$ cat src/hdl/debruijn_branch_code_decoder_unit_macros.svh
// ----------------------------------------------------------------------------
// De Bruijn branch-code decoder: assertion macros
// Concurrent checks used by the decoder control module; empty when NO_ASSERTIONS.
// ----------------------------------------------------------------------------
`ifndef DEBRUIJN_BRANCH_CODE_DECODER_UNIT_MACROS_SVH
`define DEBRUIJN_BRANCH_CODE_DECODER_UNIT_MACROS_SVH

`ifndef NO_ASSERTIONS
// Same-cycle implication
`define DBC_ASSERT_IMP(lbl, clk, rstn, ante, cons) \
  lbl: assert property (@(posedge clk) disable iff (!rstn) (ante) |-> (cons)) \
    else $error("dbc: assertion failed");
// Next-cycle implication
`define DBC_ASSERT_NXT(lbl, clk, rstn, ante, cons) \
  lbl: assert property (@(posedge clk) disable iff (!rstn) (ante) |=> (cons)) \
    else $error("dbc: assertion failed");
`else
`define DBC_ASSERT_IMP(lbl, clk, rstn, ante, cons)
`define DBC_ASSERT_NXT(lbl, clk, rstn, ante, cons)
`endif

`endif

$ cat src/hdl/dbc_pkg.sv
// ----------------------------------------------------------------------------
// De Bruijn branch-code decoder package
// Shared widths, codes, state encoding and the character-to-base mapping.
// ----------------------------------------------------------------------------
package dbc_pkg;

  // Default maximum k-mer length
  localparam int unsigned K_MAX_DEFAULT = 10;

  // Word field widths
  localparam int unsigned OP_W   = 2;
  localparam int unsigned EDGE_W = 22;
  localparam int unsigned CHAR_W = 8;
  localparam int unsigned BASE_W = 2;
  localparam int unsigned ADV_W  = 4;
  localparam int unsigned STAT_W = 2;
  localparam int unsigned KLEN_W = 4;
  localparam int unsigned MASK_W = 4;

  // Configuration port
  localparam int unsigned CFG_AW = 3;
  localparam int unsigned CFG_DW = 32;

  // Register reset values
  localparam logic [KLEN_W-1:0] KMER_LEN_RST = 4'd10;
  localparam logic              KMER_FMT_RST = 1'b0;

  // Register indexes (address bit 2)
  localparam logic REG_KMER_LEN = 1'b0;
  localparam logic REG_KMER_FMT = 1'b1;

  typedef enum logic [OP_W-1:0] {
    OP_LOAD_EDGE = 2'd0,
    OP_SEED      = 2'd1,
    OP_DECODE    = 2'd2
  } op_e;

  typedef enum logic [STAT_W-1:0] {
    ST_OK      = 2'd0,
    ST_NO_SUCC = 2'd1,
    ST_NO_CODE = 2'd2
  } status_e;

  typedef enum logic [1:0] {
    S_CLEAR,
    S_IDLE,
    S_LOOKUP
  } state_e;

  // Configuration seen by the datapath
  typedef struct packed {
    logic [KLEN_W-1:0] eff_k;
    logic              kmer_format;
  } cfg_t;

  // Map an ASCII character to a 2-bit base; anything not ACGT becomes A
  function automatic logic [BASE_W-1:0] char_to_base(input logic [CHAR_W-1:0] c);
    logic [BASE_W-1:0] b;
    case (c)
      8'h43, 8'h63: b = 2'd1;
      8'h47, 8'h67: b = 2'd2;
      8'h54, 8'h74: b = 2'd3;
      default:      b = 2'd0;
    endcase
    return b;
  endfunction

endpackage

$ cat src/hdl/dbc_cfg_regs.sv
// ----------------------------------------------------------------------------
// De Bruijn branch-code decoder configuration registers
// APB-style register file for k and the k-mer format flag; derives clamped k.
// ----------------------------------------------------------------------------
module dbc_cfg_regs import dbc_pkg::*; #(
  parameter int unsigned K_MAX = K_MAX_DEFAULT
) (
  input  logic              clk_i,
  input  logic              rst_ni,
  input  logic              psel,
  input  logic              penable,
  input  logic              pwrite,
  input  logic [CFG_AW-1:0] paddr,
  input  logic [CFG_DW-1:0] pwdata,
  output logic [CFG_DW-1:0] prdata,
  output logic              pready,
  output cfg_t              cfg_o
);

  localparam logic [KLEN_W:0] KMaxW = (KLEN_W+1)'(K_MAX);

  logic [KLEN_W-1:0] kmer_len_q, kmer_len_d;
  logic              kmer_fmt_q, kmer_fmt_d;
  logic              wr_en;

  assign pready = 1'b1;
  assign wr_en  = psel & penable & pwrite;

  // Decode the write
  always_comb begin
    kmer_len_d = kmer_len_q;
    kmer_fmt_d = kmer_fmt_q;
    if (wr_en) begin
      case (paddr[2])
        REG_KMER_LEN: kmer_len_d = pwdata[KLEN_W-1:0];
        REG_KMER_FMT: kmer_fmt_d = pwdata[0];
        default:      kmer_len_d = kmer_len_q;
      endcase
    end
  end

  always_ff @(posedge clk_i or negedge rst_ni) begin
    if (!rst_ni) begin
      kmer_len_q <= KMER_LEN_RST;
      kmer_fmt_q <= KMER_FMT_RST;
    end else begin
      kmer_len_q <= kmer_len_d;
      kmer_fmt_q <= kmer_fmt_d;
    end
  end

  // Read back
  always_comb begin
    case (paddr[2])
      REG_KMER_LEN: prdata = {{(CFG_DW-KLEN_W){1'b0}}, kmer_len_q};
      REG_KMER_FMT: prdata = {{(CFG_DW-1){1'b0}}, kmer_fmt_q};
      default:      prdata = '0;
    endcase
  end

  // Clamp k into 1..K_MAX
  always_comb begin
    if (kmer_len_q == '0) begin
      cfg_o.eff_k = KLEN_W'(1);
    end else if ({1'b0, kmer_len_q} > KMaxW) begin
      cfg_o.eff_k = KMaxW[KLEN_W-1:0];
    end else begin
      cfg_o.eff_k = kmer_len_q;
    end
    cfg_o.kmer_format = kmer_fmt_q;
  end

endmodule

$ cat config.mk
export PLATFORM = sky130hd
export DESIGN_NAME = dbc_cfg_regs
export DESIGN_NICKNAME = d
export VERILOG_FILES = /design/src/hdl/debruijn_branch_code_decoder_unit_macros.svh /design/src/hdl/dbc_pkg.sv /design/src/hdl/dbc_cfg_regs.sv
export SDC_FILE = /design/constraint.sdc
export NUM_CORES = 1
export LEC_CHECK = 0
export BUFFER_PORTS_ARGS = -buffer_cell sky130_fd_sc_hd__buf_2
export CORE_ASPECT_RATIO = 0.8
export CORE_UTILIZATION = 31
export DETAILED_ROUTE_END_ITERATION = 12
export GPL_ROUTABILITY_DRIVEN = 1
export PLACE_DENSITY = 0.94
export SLEW_MARGIN = 20
export SYNTH_ARGS = -nofsm -noshare
export SYNTH_HDL_FRONTEND = slang
export SYNTH_SLANG_ARGS = --single-unit
$ cat constraint.sdc
create_clock -name clk_i -period 2.8 [get_ports clk_i]
set_clock_uncertainty 0.1 [all_clocks]
set_input_delay 0.28 -clock clk_i [delete_from_list [all_inputs] [get_ports clk_i]]
set_output_delay 0.28 -clock clk_i [all_outputs]
set_load 0.03 [all_outputs]
==> out/results.tsv, run 1 <==
metric	value	unit
gr-usage-all-layers	0.0877	
ys_seq_area_frac	0.248	
cts_buffer_depth	2	
row_count	12	
hold_viol	0	
final_layout_size_suffix_gt1_frac	0.438	
die_w	47.5	µm
timing.max_cap.violations	0	
synthToLayoutAreaGrowth	4.87	%
synth_area_leaders	buf_4 44%, dfrtp_1 15%, mux2_2 13%, dfstp_2 10%, nand4b_4 4.6%	
dpl_cell_area	503	µm²
synth_warnings	0	
wl	709	µm
synthArstFlopShare	1.00	
place_congestion	0.636	
cts_buffers	3	
grt_setup_unrepaired	false	
synth_top_cell_by_area	buf_4	
die_h	38.4	µm
hold_path.class	in -> reg	
crit_fanout	4	
outcome	complete, no violations	
netlist_area	514	µm²
max_freq	583	MHz
end_kind	output port	
synthAdderAreaFrac	0.0195	
path_clk_slew	0.04	ns
maxSlewViolCount	0	
drt_iter0_markers	4	
core-area	1470	µm²
finalCriticalPeriod	1.72	ns
ir_drop	0.170	mV
route.detailed.drc	0	
grt_antenna_before_repair	0	
cts_tree	built	
critPathLaunchType	register	
cts_setup_buffers	0	
yosys.area_share.simple	0.119	
hold_depth	2	
p_leak	0.000318	µW
synthFlopType	dfrtp_1	
ys_ff_latch	5	
htreeDepth	1	
setup_viol	0	
crit_type	reg -> out	
finalNetCount	114	
synth-edff-count	0	
p_per_area	698	nW/µm²
arrival	1.34	ns
synth.most_common_cell	buf_4	
synthDistinctLibCells	14	
stdcell_count	94	
synth_xor_area_frac	0	
synth.area.mux_share	0.131	
fin_hold_ws	0.184	ns
synth_cells	54	
grt_first_pass_wirelength	1.00	mm
clk-insertion-delay-late	0.23	ns
r2r_cells	1	
diodes	0	
firstDrtPassIters	2	
io_buffer_count	18	
grt.overflow.total	0	
ant_nets	0	
dp_hpwl	641	µm
synth_top_family_by_area	buffers and inverters	
io_pins	78	
initial_core_util	0.349	
synth_top_cell_area_share	0.438	
fin_crit_sh	0.613	
required	2.42	ns
design_area	539	µm²
fill_cells	148	
detail_route.wl_per_cell	7.54	µm
avgSynthCellArea	9.52	µm²
synth_compound_area_frac	0.0146	
avgViaCountPerCell	3.32	
first_global_vias	254	
fin_tns_setup	0	ns
final_util	0.366	
dieArea	1830	µm²
routed-via-count	312	
cts_resized	0	
cts.sinks	5	
root_buffer	clkbuf_4	
placed_cells	89	
grt_max_degree	7	
synthTopCellsByCount	30 x buf_4, 6 x mux2_2, 3 x dfrtp_1	
-- per-layer routing --
metal,part of all wire,up-vias,global-route usage
li1,-,151,-
met1,0.33,138,0.0708
met5,0,-,0
met2,0.56,23,0.151
met4,0,0,0.0625
met3,0.11,0,0.0566
-- path summary, 6_finish.rpt --
kind	endpoint	slack [ns]	from
worst max-delay path	cfg_o[1]	1.08	kmer_len_q[1]
worst max register to register	kmer_len_q[2]	1.91	kmer_len_q[2]
worst min-delay path	kmer_len_q[2]	0.18	pwdata[2]
min in group asynchronous	kmer_fmt_q	0.28	rst_ni
max in group asynchronous	kmer_len_q[1]	2.11	rst_ni
worst min register to register	kmer_fmt_q	0.44	kmer_fmt_q
-- sequential cells by signal, summed over array words and instances, names as in the netlist --
name / count
kmer_fmt_q: 1
kmer_len_q: 4
-- cell families (layout without fill, tap and decap cells) --
logic type / Yosys count / after routing
and+or+nand+nor: 7 / 7
other: 2 / 29
muxes: 6 / 6
DFF: 5 / 5
AOI/OAI and AO/OA: 1 / 1
adders and majority gates: 1 / 1
buffers and inverters: 32 / 24
-- report_power, final --
group          total [µW]  switching [µW]  internal (µW)
registers             109            15.0           93.6
clock network        80.5            26.8           53.7
logic                 187             136           51.7
total                 377             178            199
-- cells in the final DEF (no fill, tap or decap) --
cell type / synthesis / layout
and2b_2: 2 / 2
nor2_1: 2 / 2
dfstp_2: 2 / 2
inv_1: 1 / 1
buf_2: 0 / 18
a21o_1: 1 / 1
clkbuf_4: 0 / 3
mux2_2: 6 / 6
maj3_1: 1 / 1
dfrtp_1: 3 / 3
nand4b_4: 1 / 1
nand4_1: 1 / 1
clkbuf_1: 1 / 1
nor2b_1: 1 / 1
conb_1: 2 / 29
dlygate4sd3_1: 0 / 1
-- layout make-up --
class	count	area, µm²	share of cell area
Multi-Input combinational cell	44	255	0.473
Sequential cell	5	128	0.237
Timing Repair Buffer	19	100	0.186
Clock buffer	4	26.3	0.0487
Inverter	1	3.75	0.00696
Tap cell	21	26.3	0.0487
-- worst max-delay path, cell delays in order, from the launching register on --
cell and delay [ns]:
dfstp_2 0.54, nor2_1 0.04, maj3_1 0.34, buf_2 0.18
-- repair_timing --
item / CTS / global route
endpoints found under the setup margin: 0 / 0
hold buffers: 1 / 0
hold endpoints to repair: 5 / 0
-- stage by stage --
| step | setup WS, ns | total power (µW) |
|---|---|---|
| finish | 1.08 | 377 |
| global placement | 1.33 | 293 |
| floorplan | 1.38 | 292 |
| detailed placement | 1.32 | 297 |
| CTS | 1.07 | 382 |
| global route | 1.04 | 406 |
(Power assumes the default switching activity.)
==> run 2: changes to the inputs <==
Settings changed: CORE_UTILIZATION 31 to 26, PLACE_DENSITY 0.94 to 0.85.
Clock period 2.8 ns to 1.46 ns, I/O delays scaled along.
==> run 2 against run 1 <==
  * The flow now finishes with violations (setup timing)
  * Routed wire length up 9.6%
  * Count of clock-buffer cells in the layout stayed put
  * Sequential power is 88% higher
  * Die area grew 18%
  * Cell count grew 4.3%
  * Non-clock buffer count is 3 higher
  * Design area grew 7.7%
  * Critical path depth did not move
  * Core utilization shrank 3.3 points
  * Clock power rose by 110%
  * Sequential share of layout area decreased by 1.7 points
  * Setup slack got worse by 1.1 ns
  * Largest power group unchanged
  * Highest routed layer is now met4
==> out/results.tsv, run 2 (same netlist as run 1, synthesis figures left out) <==
metric	value	unit
path_clk_slew	0.04	ns
io_pins	78	
route.detailed.drc	0	
cts_buffers	3	
outcome	complete, but fails checks	
layout_common_cells	29 x conb_1, 14 x buf_2, 6 x mux2_2, 6 x buf_4	
maxSlewViolCount	0	
diodes	0	
top_regs	kmer_len_q (4), kmer_fmt_q (1)	
hold_viol	0	
end_kind	output port	
synthToLayoutAreaGrowth	12.9	%
crit_fanout	2	
fin_crit_sh	1.04	
grt_max_degree	7	
grt_antenna_before_repair	0	
io_buffer_count	18	
root_buffer	clkbuf_4	
grt_first_pass_wirelength	1.10	mm
final_layout_size_suffix_gt1_frac	0.500	
routed-via-count	344	
first_global_vias	291	
dieArea	2160	µm²
die_w	51.7	µm
row_count	13	
crit_buf_inv	2	
final_common_cell	conb_1	
worst-path-stages	3	
wl	777	µm
multiInputGateArea	259	µm²
r2r_slack	0.51	ns
clk-insertion-delay-late	0.25	ns
cp_cell_sequence	inv_2 > maj3_2 > buf_6	
r2r_cells	2	
grt_setup_unrepaired	true	
hp-start	pwdata[2]	
dp_hpwl	591	µm
crit_type	reg -> out	
critPathLaunchType	register	
regArea	128	µm²
crit_family	flip-flops	
timing.max_cap.violations	0	
place_congestion	0.681	
final_util	0.334	
fin_hold_ws	0.0279	ns
avgViaCountPerCell	3.51	
worstSetupStartpoint	kmer_len_q[3]	
p_leak	0.000336	µW
setup_viol	1	
ant_nets	0	
initial_core_util	0.295	
hold_path.class	in -> reg	
max_freq	658	MHz
htreeDepth	1	
grt.overflow.total	0	
detail_route.wl_per_cell	7.93	µm
gr-usage-all-layers	0.0758	
fill_cells	177	
finalNetCount	117	
firstDrtPassIters	1	
reg2reg_from	kmer_len_q[3]	
largest_reg_flops	4	
ir_drop	0.670	mV
finalCriticalPeriod	1.52	ns
top_register	kmer_len_q	
critPathSlowestCell	dfstp_2	
p_per_area	1370	nW/µm²
core-area	1740	µm²
die_h	41.8	µm
required	1.21	ns
cts_tree	built	
slowest_delay	0.54	ns
cts.sinks	5	
violations	setup timing	
cts_buffer_depth	2	
arrival	1.27	ns
hold_depth	2	
worst_slack	-0.0587	ns
drt_iter0_markers	0	
-- run 2: final timing paths --
path                            endpoint
max reg2reg                kmer_len_q[3]
max                             cfg_o[1]
min reg2reg                   kmer_fmt_q
min                        kmer_len_q[2]
max in group asynchronous  kmer_len_q[3]
min in group asynchronous  kmer_len_q[2]
-- run 2: through the flow --
| stage | setup slack [ns] | instances | total power (µW) | TNS (ns) | area [µm²] |
|---|---|---|---|---|---|
| floorplan | 0.169 | 81 | 560 | 0 | 616 |
| global placement | 0.116 | 90 | 565 | 0 | 504 |
| detailed placement | 0.118 | 90 | 569 | 0 | 504 |
| CTS | -0.0636 | 98 | 791 | -0.0636 | 573 |
| global route | -0.0730 | 98 | 831 | -0.0834 | 581 |
| finish | -0.0587 | 98 | 797 | -0.0587 | 581 |
-- run 2: power breakdown --
part	leakage [µW]	internal [µW]	switching (µW)
Combinational	0.000264	144	280
Sequential	0.0000570	179	26.1
Clock	0.0000150	104	63.5
-- run 2: what timing repair did --
item                                    CTS  global route
hold endpoints to repair                  5             0
hold buffers                              1             0
pin swaps                                 2             0
setup buffers                             3             0
endpoints found under the setup margin    1             4
gates resized for setup                   5             5
-- run 2: area by class of cell --
class                      count  share of cell area
multi-input combinational     44               0.446
timing repair buffer          22               0.235
sequential                     5               0.220
tap                           22              0.0474
clock buffer                   4              0.0453
inverter                       1             0.00647
-- run 2: metal layers --
layer | vias to the layer above | GRT usage | wire length, µm
met5 | - | 0 | 0
met3 | 3 | 0.0183 | 86
met2 | 36 | 0.138 | 404
met4 | 0 | 0.0973 | 31
li1 | 156 | - | -
met1 | 149 | 0.0552 | 254
