[src/hdl/debruijn_branch_code_decoder_unit_macros.svh]
// ----------------------------------------------------------------------------
// De Bruijn branch-code decoder: assertion macros
// Concurrent checks used by the decoder control module; empty when NO_ASSERTIONS.
// ----------------------------------------------------------------------------
`ifndef DEBRUIJN_BRANCH_CODE_DECODER_UNIT_MACROS_SVH
`define DEBRUIJN_BRANCH_CODE_DECODER_UNIT_MACROS_SVH

`ifndef NO_ASSERTIONS
// Same-cycle implication
`define DBC_ASSERT_IMP(lbl, clk, rstn, ante, cons) \
  lbl: assert property (@(posedge clk) disable iff (!rstn) (ante) |-> (cons)) \
    else $error("dbc: assertion failed");
// Next-cycle implication
`define DBC_ASSERT_NXT(lbl, clk, rstn, ante, cons) \
  lbl: assert property (@(posedge clk) disable iff (!rstn) (ante) |=> (cons)) \
    else $error("dbc: assertion failed");
`else
`define DBC_ASSERT_IMP(lbl, clk, rstn, ante, cons)
`define DBC_ASSERT_NXT(lbl, clk, rstn, ante, cons)
`endif

`endif

[src/hdl/dbc_pkg.sv]
// ----------------------------------------------------------------------------
// De Bruijn branch-code decoder package
// Shared widths, codes, state encoding and the character-to-base mapping.
// ----------------------------------------------------------------------------
package dbc_pkg;

  // Default maximum k-mer length
  localparam int unsigned K_MAX_DEFAULT = 10;

  // Word field widths
  localparam int unsigned OP_W   = 2;
  localparam int unsigned EDGE_W = 22;
  localparam int unsigned CHAR_W = 8;
  localparam int unsigned BASE_W = 2;
  localparam int unsigned ADV_W  = 4;
  localparam int unsigned STAT_W = 2;
  localparam int unsigned KLEN_W = 4;
  localparam int unsigned MASK_W = 4;

  // Configuration port
  localparam int unsigned CFG_AW = 3;
  localparam int unsigned CFG_DW = 32;

  // Register reset values
  localparam logic [KLEN_W-1:0] KMER_LEN_RST = 4'd10;
  localparam logic              KMER_FMT_RST = 1'b0;

  // Register indexes (address bit 2)
  localparam logic REG_KMER_LEN = 1'b0;
  localparam logic REG_KMER_FMT = 1'b1;

  typedef enum logic [OP_W-1:0] {
    OP_LOAD_EDGE = 2'd0,
    OP_SEED      = 2'd1,
    OP_DECODE    = 2'd2
  } op_e;

  typedef enum logic [STAT_W-1:0] {
    ST_OK      = 2'd0,
    ST_NO_SUCC = 2'd1,
    ST_NO_CODE = 2'd2
  } status_e;

  typedef enum logic [1:0] {
    S_CLEAR,
    S_IDLE,
    S_LOOKUP
  } state_e;

  // Configuration seen by the datapath
  typedef struct packed {
    logic [KLEN_W-1:0] eff_k;
    logic              kmer_format;
  } cfg_t;

  // Map an ASCII character to a 2-bit base; anything not ACGT becomes A
  function automatic logic [BASE_W-1:0] char_to_base(input logic [CHAR_W-1:0] c);
    logic [BASE_W-1:0] b;
    case (c)
      8'h43, 8'h63: b = 2'd1;
      8'h47, 8'h67: b = 2'd2;
      8'h54, 8'h74: b = 2'd3;
      default:      b = 2'd0;
    endcase
    return b;
  endfunction

endpackage

[src/hdl/dbc_if.sv]
// ----------------------------------------------------------------------------
// De Bruijn branch-code decoder channel interfaces
// Valid/ready channels for the command words and the result words.
// ----------------------------------------------------------------------------
interface dbc_in_if import dbc_pkg::*; ();
  logic              valid;
  logic              ready;
  logic [OP_W-1:0]   operation;
  logic [EDGE_W-1:0] edge_req;
  logic [CHAR_W-1:0] symbol_char;
  logic              symbol_valid;

  modport source (output valid, operation, edge_req, symbol_char, symbol_valid,
                  input ready);
  modport sink   (input valid, operation, edge_req, symbol_char, symbol_valid,
                  output ready);
endinterface

interface dbc_out_if import dbc_pkg::*; ();
  logic              valid;
  logic              ready;
  logic [BASE_W-1:0] base_code;
  logic [ADV_W-1:0]  brc_advance;
  logic [STAT_W-1:0] status;

  modport source (output valid, base_code, brc_advance, status, input ready);
  modport sink   (input valid, base_code, brc_advance, status, output ready);
endinterface

[src/hdl/dbc_ctrl.sv]
// ----------------------------------------------------------------------------
// De Bruijn branch-code decoder control and datapath
// Takes command words, reads the successor table, writes back loaded edges,
// resolves decode steps into result words and keeps the current k-mer.
// ----------------------------------------------------------------------------
`include "debruijn_branch_code_decoder_unit_macros.svh"

module dbc_ctrl import dbc_pkg::*; #(
  parameter int unsigned K_MAX = K_MAX_DEFAULT,
  parameter int unsigned AW    = 2 * K_MAX
) (
  input  logic              clk_i,
  input  logic              rst_ni,
  input  cfg_t              cfg_i,
  dbc_in_if.sink            in_i,
  dbc_out_if.source         out_o,
  output logic              rd_en_o,
  output logic [AW-1:0]     rd_addr_o,
  input  logic [MASK_W-1:0] rd_data_i,
  output logic              wr_en_o,
  output logic [AW-1:0]     wr_addr_o,
  output logic [MASK_W-1:0] wr_data_o,
  input  logic              clr_busy_i
);

  state_e            state_q, state_d;
  logic [AW-1:0]     kmer_q, kmer_d;
  logic [OP_W-1:0]   op_q;
  logic [CHAR_W-1:0] char_q;
  logic              sym_valid_q;
  logic [BASE_W-1:0] edge_low_q;
  logic [AW-1:0]     addr_q;

  logic              out_valid_q, out_valid_d;
  logic [BASE_W-1:0] base_q;
  logic [ADV_W-1:0]  adv_q;
  status_e           status_q;

  logic              in_acc;
  logic              needs_read;
  logic [AW+19:0]    edge_ext;
  logic [AW-1:0]     edge_idx;
  logic [AW-1:0]     kmask;
  logic              out_free;
  logic              result_load;
  logic [BASE_W-1:0] res_base;
  logic [ADV_W-1:0]  res_adv;
  status_e           res_status;
  logic [BASE_W-1:0] shift_base;
  logic              shift_en;
  logic [AW+1:0]     kmer_sh;

  assign in_acc     = in_i.valid & in_i.ready;
  assign needs_read = (in_i.operation == OP_LOAD_EDGE) || (in_i.operation == OP_DECODE);
  assign out_free   = !out_valid_q || out_o.ready;

  // Table index of an edge: drop the last base, fit to the table width
  assign edge_ext = {{AW{1'b0}}, in_i.edge_req[EDGE_W-1:2]};
  assign edge_idx = edge_ext[AW-1:0];

  // Keep 2k bits of the k-mer
  always_comb begin
    for (int i = 0; i < AW; i++) begin
      kmask[i] = (6'(i) < {1'b0, cfg_i.eff_k, 1'b0});
    end
  end

  // Next state
  always_comb begin
    state_d = state_q;
    case (state_q)
      S_CLEAR: begin
        if (!clr_busy_i) state_d = S_IDLE;
      end
      S_IDLE: begin
        if (in_acc && needs_read) state_d = S_LOOKUP;
      end
      S_LOOKUP: begin
        if (op_q == OP_LOAD_EDGE) begin
          state_d = S_IDLE;
        end else if (out_free) begin
          state_d = S_IDLE;
        end
      end
      default: state_d = S_CLEAR;
    endcase
  end

  // Outputs of the sequencer
  always_comb begin
    in_i.ready  = 1'b0;
    rd_en_o     = 1'b0;
    wr_en_o     = 1'b0;
    result_load = 1'b0;
    case (state_q)
      S_IDLE: begin
        in_i.ready = 1'b1;
        rd_en_o    = in_i.valid && needs_read;
      end
      S_LOOKUP: begin
        wr_en_o     = (op_q == OP_LOAD_EDGE);
        result_load = (op_q == OP_DECODE) && out_free;
      end
      default: begin
        in_i.ready = 1'b0;
      end
    endcase
  end

  assign rd_addr_o = (in_i.operation == OP_LOAD_EDGE) ? edge_idx : kmer_q;
  assign wr_addr_o = addr_q;
  assign wr_data_o = rd_data_i | (MASK_W'(1) << edge_low_q);

  // Resolve a decode step from the looked-up mask
  always_comb begin
    res_base   = '0;
    res_adv    = '0;
    res_status = ST_OK;
    if (rd_data_i == '0) begin
      res_status = ST_NO_SUCC;
    end else if ($onehot(rd_data_i)) begin
      case (rd_data_i)
        4'b0010: res_base = 2'd1;
        4'b0100: res_base = 2'd2;
        4'b1000: res_base = 2'd3;
        default: res_base = 2'd0;
      endcase
    end else if (!sym_valid_q) begin
      res_status = ST_NO_CODE;
    end else begin
      res_base = char_to_base(char_q);
      res_adv  = cfg_i.kmer_format ? cfg_i.eff_k : ADV_W'(1);
    end
  end

  // Shift a base into the k-mer on a seed or a good decode step
  always_comb begin
    shift_en   = 1'b0;
    shift_base = res_base;
    if (in_acc && (in_i.operation == OP_SEED)) begin
      shift_en   = 1'b1;
      shift_base = char_to_base(in_i.symbol_char);
    end else if (result_load && (res_status == ST_OK)) begin
      shift_en = 1'b1;
    end
    kmer_sh = {kmer_q, shift_base};
    kmer_d  = shift_en ? (kmer_sh[AW-1:0] & kmask) : kmer_q;
  end

  // Hold the result word until it is taken
  always_comb begin
    out_valid_d = out_valid_q;
    if (result_load) begin
      out_valid_d = 1'b1;
    end else if (out_o.ready) begin
      out_valid_d = 1'b0;
    end
  end

  always_ff @(posedge clk_i or negedge rst_ni) begin
    if (!rst_ni) begin
      state_q     <= S_CLEAR;
      kmer_q      <= '0;
      out_valid_q <= 1'b0;
    end else begin
      state_q     <= state_d;
      kmer_q      <= kmer_d;
      out_valid_q <= out_valid_d;
    end
  end

  // Latch the accepted word
  always_ff @(posedge clk_i) begin
    if (in_acc) begin
      op_q        <= in_i.operation;
      char_q      <= in_i.symbol_char;
      sym_valid_q <= in_i.symbol_valid;
      edge_low_q  <= in_i.edge_req[1:0];
      addr_q      <= edge_idx;
    end
  end

  // Latch the result word
  always_ff @(posedge clk_i) begin
    if (result_load) begin
      base_q   <= res_base;
      adv_q    <= res_adv;
      status_q <= res_status;
    end
  end

  assign out_o.valid       = out_valid_q;
  assign out_o.base_code   = base_q;
  assign out_o.brc_advance = adv_q;
  assign out_o.status      = status_q;

  // Checks
  `DBC_ASSERT_IMP(a_no_accept_in_clear, clk_i, rst_ni, clr_busy_i, !in_i.ready)
  `DBC_ASSERT_NXT(a_read_then_lookup, clk_i, rst_ni, rd_en_o && in_i.ready, state_q == S_LOOKUP)
  `DBC_ASSERT_NXT(a_stalled_lookup_holds, clk_i, rst_ni,
                  state_q == S_LOOKUP && op_q == OP_DECODE && out_valid_q && !out_o.ready,
                  state_q == S_LOOKUP && !in_i.ready)

endmodule

[src/flat_wrapper.sv]
// flat-port wrapper written by rule: the top's interface ports become plain ports
module dbc_ctrl_flat import dbc_pkg::*;
#(
  parameter int unsigned K_MAX = K_MAX_DEFAULT,
  parameter int unsigned AW    = 2 * K_MAX
)
  (clk_i, rst_ni, cfg_i, rd_en_o, rd_addr_o, rd_data_i, wr_en_o, wr_addr_o, wr_data_o, clr_busy_i, in_i_valid, in_i_operation, in_i_edge_req, in_i_symbol_char, in_i_symbol_valid, in_i_ready, out_o_valid, out_o_base_code, out_o_brc_advance, out_o_status, out_o_ready);
  dbc_in_if in_i_i ();
  dbc_out_if out_o_i ();
  input  logic clk_i;
  input  logic rst_ni;
  input  cfg_t cfg_i;
  output logic rd_en_o;
  output logic [AW-1:0] rd_addr_o;
  input  logic [MASK_W-1:0] rd_data_i;
  output logic wr_en_o;
  output logic [AW-1:0] wr_addr_o;
  output logic [MASK_W-1:0] wr_data_o;
  input  logic clr_busy_i;
  input wire logic [$bits(in_i_i.valid)-1:0] in_i_valid;
  input wire logic [$bits(in_i_i.operation)-1:0] in_i_operation;
  input wire logic [$bits(in_i_i.edge_req)-1:0] in_i_edge_req;
  input wire logic [$bits(in_i_i.symbol_char)-1:0] in_i_symbol_char;
  input wire logic [$bits(in_i_i.symbol_valid)-1:0] in_i_symbol_valid;
  output wire logic [$bits(in_i_i.ready)-1:0] in_i_ready;
  output wire logic [$bits(out_o_i.valid)-1:0] out_o_valid;
  output wire logic [$bits(out_o_i.base_code)-1:0] out_o_base_code;
  output wire logic [$bits(out_o_i.brc_advance)-1:0] out_o_brc_advance;
  output wire logic [$bits(out_o_i.status)-1:0] out_o_status;
  input wire logic [$bits(out_o_i.ready)-1:0] out_o_ready;
  assign in_i_i.valid = in_i_valid;
  assign in_i_i.operation = in_i_operation;
  assign in_i_i.edge_req = in_i_edge_req;
  assign in_i_i.symbol_char = in_i_symbol_char;
  assign in_i_i.symbol_valid = in_i_symbol_valid;
  assign in_i_ready = in_i_i.ready;
  assign out_o_valid = out_o_i.valid;
  assign out_o_base_code = out_o_i.base_code;
  assign out_o_brc_advance = out_o_i.brc_advance;
  assign out_o_status = out_o_i.status;
  assign out_o_i.ready = out_o_ready;
  dbc_ctrl #(.K_MAX(K_MAX), .AW(AW)) u_core (.clk_i(clk_i), .rst_ni(rst_ni), .cfg_i(cfg_i), .in_i(in_i_i), .out_o(out_o_i), .rd_en_o(rd_en_o), .rd_addr_o(rd_addr_o), .rd_data_i(rd_data_i), .wr_en_o(wr_en_o), .wr_addr_o(wr_addr_o), .wr_data_o(wr_data_o), .clr_busy_i(clr_busy_i));
endmodule
[config.mk]
export PLATFORM = sky130hd
export DESIGN_NAME = dbc_ctrl_flat
export DESIGN_NICKNAME = d
export VERILOG_FILES = /design/src/hdl/dbc_pkg.sv /design/src/hdl/dbc_if.sv /design/src/hdl/dbc_ctrl.sv /design/src/flat_wrapper.sv
export VERILOG_INCLUDE_DIRS = /design/src /design/src/hdl
export SDC_FILE = /design/constraint.sdc
export NUM_CORES = 1
export LEC_CHECK = 0
export BUFFER_PORTS_ARGS = -buffer_cell sky130_fd_sc_hd__clkbuf_2
export CORE_AREA = 2 2 88 90
export CTS_CLUSTER_SIZE = 40
export DETAILED_ROUTE_END_ITERATION = 10
export DIE_AREA = 0 0 90 92
export PLACE_DENSITY = 0.66
export SETUP_SLACK_MARGIN = 0.05
export SLEW_MARGIN = 10
export SYNTH_ARGS = -nofsm -noshare
export SYNTH_HDL_FRONTEND = slang
export SYNTH_SLANG_ARGS = --single-unit
[constraint.sdc]
create_clock -name clk_i -period 3.9 [get_ports clk_i]
set_input_delay 0.195 -clock clk_i [delete_from_list [all_inputs] [get_ports clk_i]]
set_output_delay 0.195 -clock clk_i [all_outputs]
set_load 0.005 [all_outputs]
==> impl_metrics.tcl <==
set metrics [dict create \
    yosysTopAreaCell "edfxtp_1" \
    r2r_setup_slack_ns 1.98 \
    row_count 32 \
    timing.slew.headroom 0.329 \
    syn2layout_area_growth_pct 28.6 \
    synth_seq_cells 63 \
    die_w_um 90 \
    fin_setup_tns_ns 0 \
    finalMaxSlewViolations 0 \
    dp.cells 436 \
    initial_core_util 0.388 \
    die-height_um 92 \
    tritoncts "built" \
    gr-usage-all-layers 0.155 \
    htree_levels 3 \
    antenna_found_initial 0 \
    io_pins 103 \
    drtIter0Drc 70 \
    cts_buffers 9 \
    syn_nets 294 \
    period_needed_ns 2.49 \
    status "finished clean" \
    skew_ns 0.00751 \
    final.period_utilization 0.640 \
    insertion_delay_ns 0.34 \
    grt_max_degree 40 \
    dr.pass1.iters 4 \
    wl_per_cell_um 13.4 \
    grt_util_met1 0.192 \
    cpMostUsedCell "ha_1" \
    path_buf_inv 2 \
    setup.worst_path.start_class "input pin" \
    cts.clk_slew.worst_paths_ns 0.06 \
    clock.fmax_mhz 401 \
    cts_num_sinks 63 \
    wl_um 6060 \
    cp-end-kind "flip-flop" \
    grt_pass1_wl_um 10200 \
    via_count 2183 \
    finalNonFillerCells 452 \
    via_per_inst 4.83 \
    synth_area_per_cell_um2 12.1 \
    synth_cell_types 36 \
    ys_top_cells_by_count "edfxtp_1, nand2_1, dfrtp_1" \
    cp_slowest_cell "fa_1" \
    core_mm2 0.00745 \
    drive_gt1_frac 0.411 \
    p_leak_nw 1.65 \
    synth_area_leaders "edfxtp_1, dfrtp_1, mux2_2, nand2_1, ha_1" \
    yosysTopAreaCellShare 0.416 \
    syn_area_mm2 0.00289 \
    ctsRootBufferMaster "clkbuf_8" \
    worstMarginPinSlew_ns 1.01 \
    grt-ovfl-total 0 \
    irDropWorstVdd_mv 0.225 \
    power_mw 1.66 \
    grt_use_met2 0.256 \
    crit_required_ns 4.12 \
    syn_inst 238 \
    route.detailed.drc 0 \
    grt_pass1_vias 2176 \
    synth.most_common_cell "edfxtp_1" \
    io_buffer_count 101 \
    synth_edf_count 40 \
    path_delay_family "adder cells" \
    antenna_cells 0 \
    yosys_most_used_dff "edfxtp_1" \
    top_usage_layer "met2" \
    critPathMaxStageDelay_ns 0.48 \
    fin_nets 402 \
    ctsResizeCount 0 \
    rsz0062_at_grt "no" \
    clk_path_buf_depth 2 \
    globalplace.congestion 0.728 \
    powerDensity_mw_per_mm2 447 \
    dp_hpwl_um 4570 \
    finalSetupViolCount 0 \
    min_path_type "in2reg" \
    crit_chain "clkbuf_2, inv_1, ha_1, ha_1, fa_1, or3b_4, nand2b_1, a31oi_4, a221o_1" \
    critPathKind "in2reg" \
    hold_viol 0 \
    num-fill-cells 712 \
    die-area_mm2 0.00828 \
    postCtsHoldBufs 1 \
    grt_use_met3 0.0477 \
    yosysSeqAreaShare 0.615 \
    drv_cap 0 \
    async_flop_share 0.365 \
    critPathMaxFanout 39 \
    postCtsSetupBuffers 0 \
    ant_nets 0 \
    finalCoreUtilization 0.498 \
    ys_warn_count 0 \
    crit_arrival_ns 2.71 \
]
==> metal layers <==
metal | up-vias | share of wire
met5 | - | 0
met3 | 13 | 0.064
met1 | 1008 | 0.44
met4 | 0 | 0.016
li1 | 1083 | -
met2 | 79 | 0.48
==> state kept, by name, summed over array words and instances (netlist names), 4 cells and up <==
name / cells
u_core.kmer_q: 20
u_core.wr_addr_o: 20
u_core.char_q: 7
u_core.out_o.brc_advance: 4
==> cells in the final DEF (no fill, tap or decap), types with 2 or more instances in the layout <==
cell	n
o211ai_1	4
inv_2	3
nor3_1	7
o21ai_1	18
mux2_2	20
nor2b_1	3
nor3b_1	3
dfrtp_1	23
nand3_1	5
buf_4	2
inv_1	10
edfxtp_1	40
clkbuf_2	101
nand2b_1	5
o31ai_1	3
nor2_1	7
a21oi_1	3
clkbuf_8	9
nand2_1	38
a31oi_1	3
clkinv_1	2
nor4bb_1	4
o21ai_0	8
ha_1	8
==> layout make-up <==
| cell class | count | area (um2) | area share |
|---|---|---|---|
| clock buffer | 10 | 128 | 0.0344 |
| clock inverter | 5 | 50.0 | 0.0135 |
| inverter | 13 | 48.8 | 0.0131 |
| multi-input combinational | 155 | 1050 | 0.283 |
| sequential | 63 | 1780 | 0.479 |
| tap | 102 | 128 | 0.0344 |
| timing repair buffer | 104 | 531 | 0.143 |
==> path summary, 6_finish.rpt <==
kind	from	to	depth (start not counted)
max in group asynchronous	rst_ni	u_core.kmer_q[1]$_DFFE_PN0P_	2
worst max register to register	u_core.op_q[0]$_DFFE_PP_	u_core.kmer_q[0]$_DFFE_PN0P_	5
worst max-delay path	rd_data_i[2]	u_core.kmer_q[0]$_DFFE_PN0P_	9
min in group asynchronous	rst_ni	u_core.state_q[1]$_DFFE_PN0P_	2
worst min register to register	u_core.kmer_q[19]$_DFFE_PN0P_	u_core.kmer_q[19]$_DFFE_PN0P_	2
worst min-delay path	in_i_edge_req[1]	u_core.edge_low_q[1]$_DFFE_PP_	1
==> power breakdown <==
part / leakage (nW) / switching, mW / internal (mW)
sequential: 0.689 / 0.0374 / 0.811
combinational: 0.877 / 0.160 / 0.122
clock: 0.0872 / 0.244 / 0.286
total: 1.65 / 0.441 / 1.22
==> stage by stage <==
| stage | setup slack (ns) | hold WS (ns) | cell area (um2) |
|---|---|---|---|
| floorplan | 1.46 | -0.101 | 2890 |
| global placement | 1.06 | 0.219 | 3520 |
| detailed placement | 1.04 | 0.230 | 3520 |
| CTS | 1.39 | 0.0242 | 3710 |
| global route | 1.29 | 0.0256 | 3710 |
| finish | 1.41 | 0.0365 | 3710 |
==> cell families (layout without fill, tap and decap cells) <==
| logic type | count (synthesis) | in the layout | synth area share |
|---|---|---|---|
| AOI/OAI and AO/OA | 44 | 44 | 0.0893 |
| adders and majority gates | 9 | 9 | 0.0416 |
| buffers and inverters | 20 | 132 | 0.0269 |
| DFF | 63 | 63 | 0.615 |
| muxes | 20 | 20 | 0.0780 |
| and+or+nand+nor | 82 | 82 | 0.149 |
No activity file was read; power rests on OpenSTA's default activity.
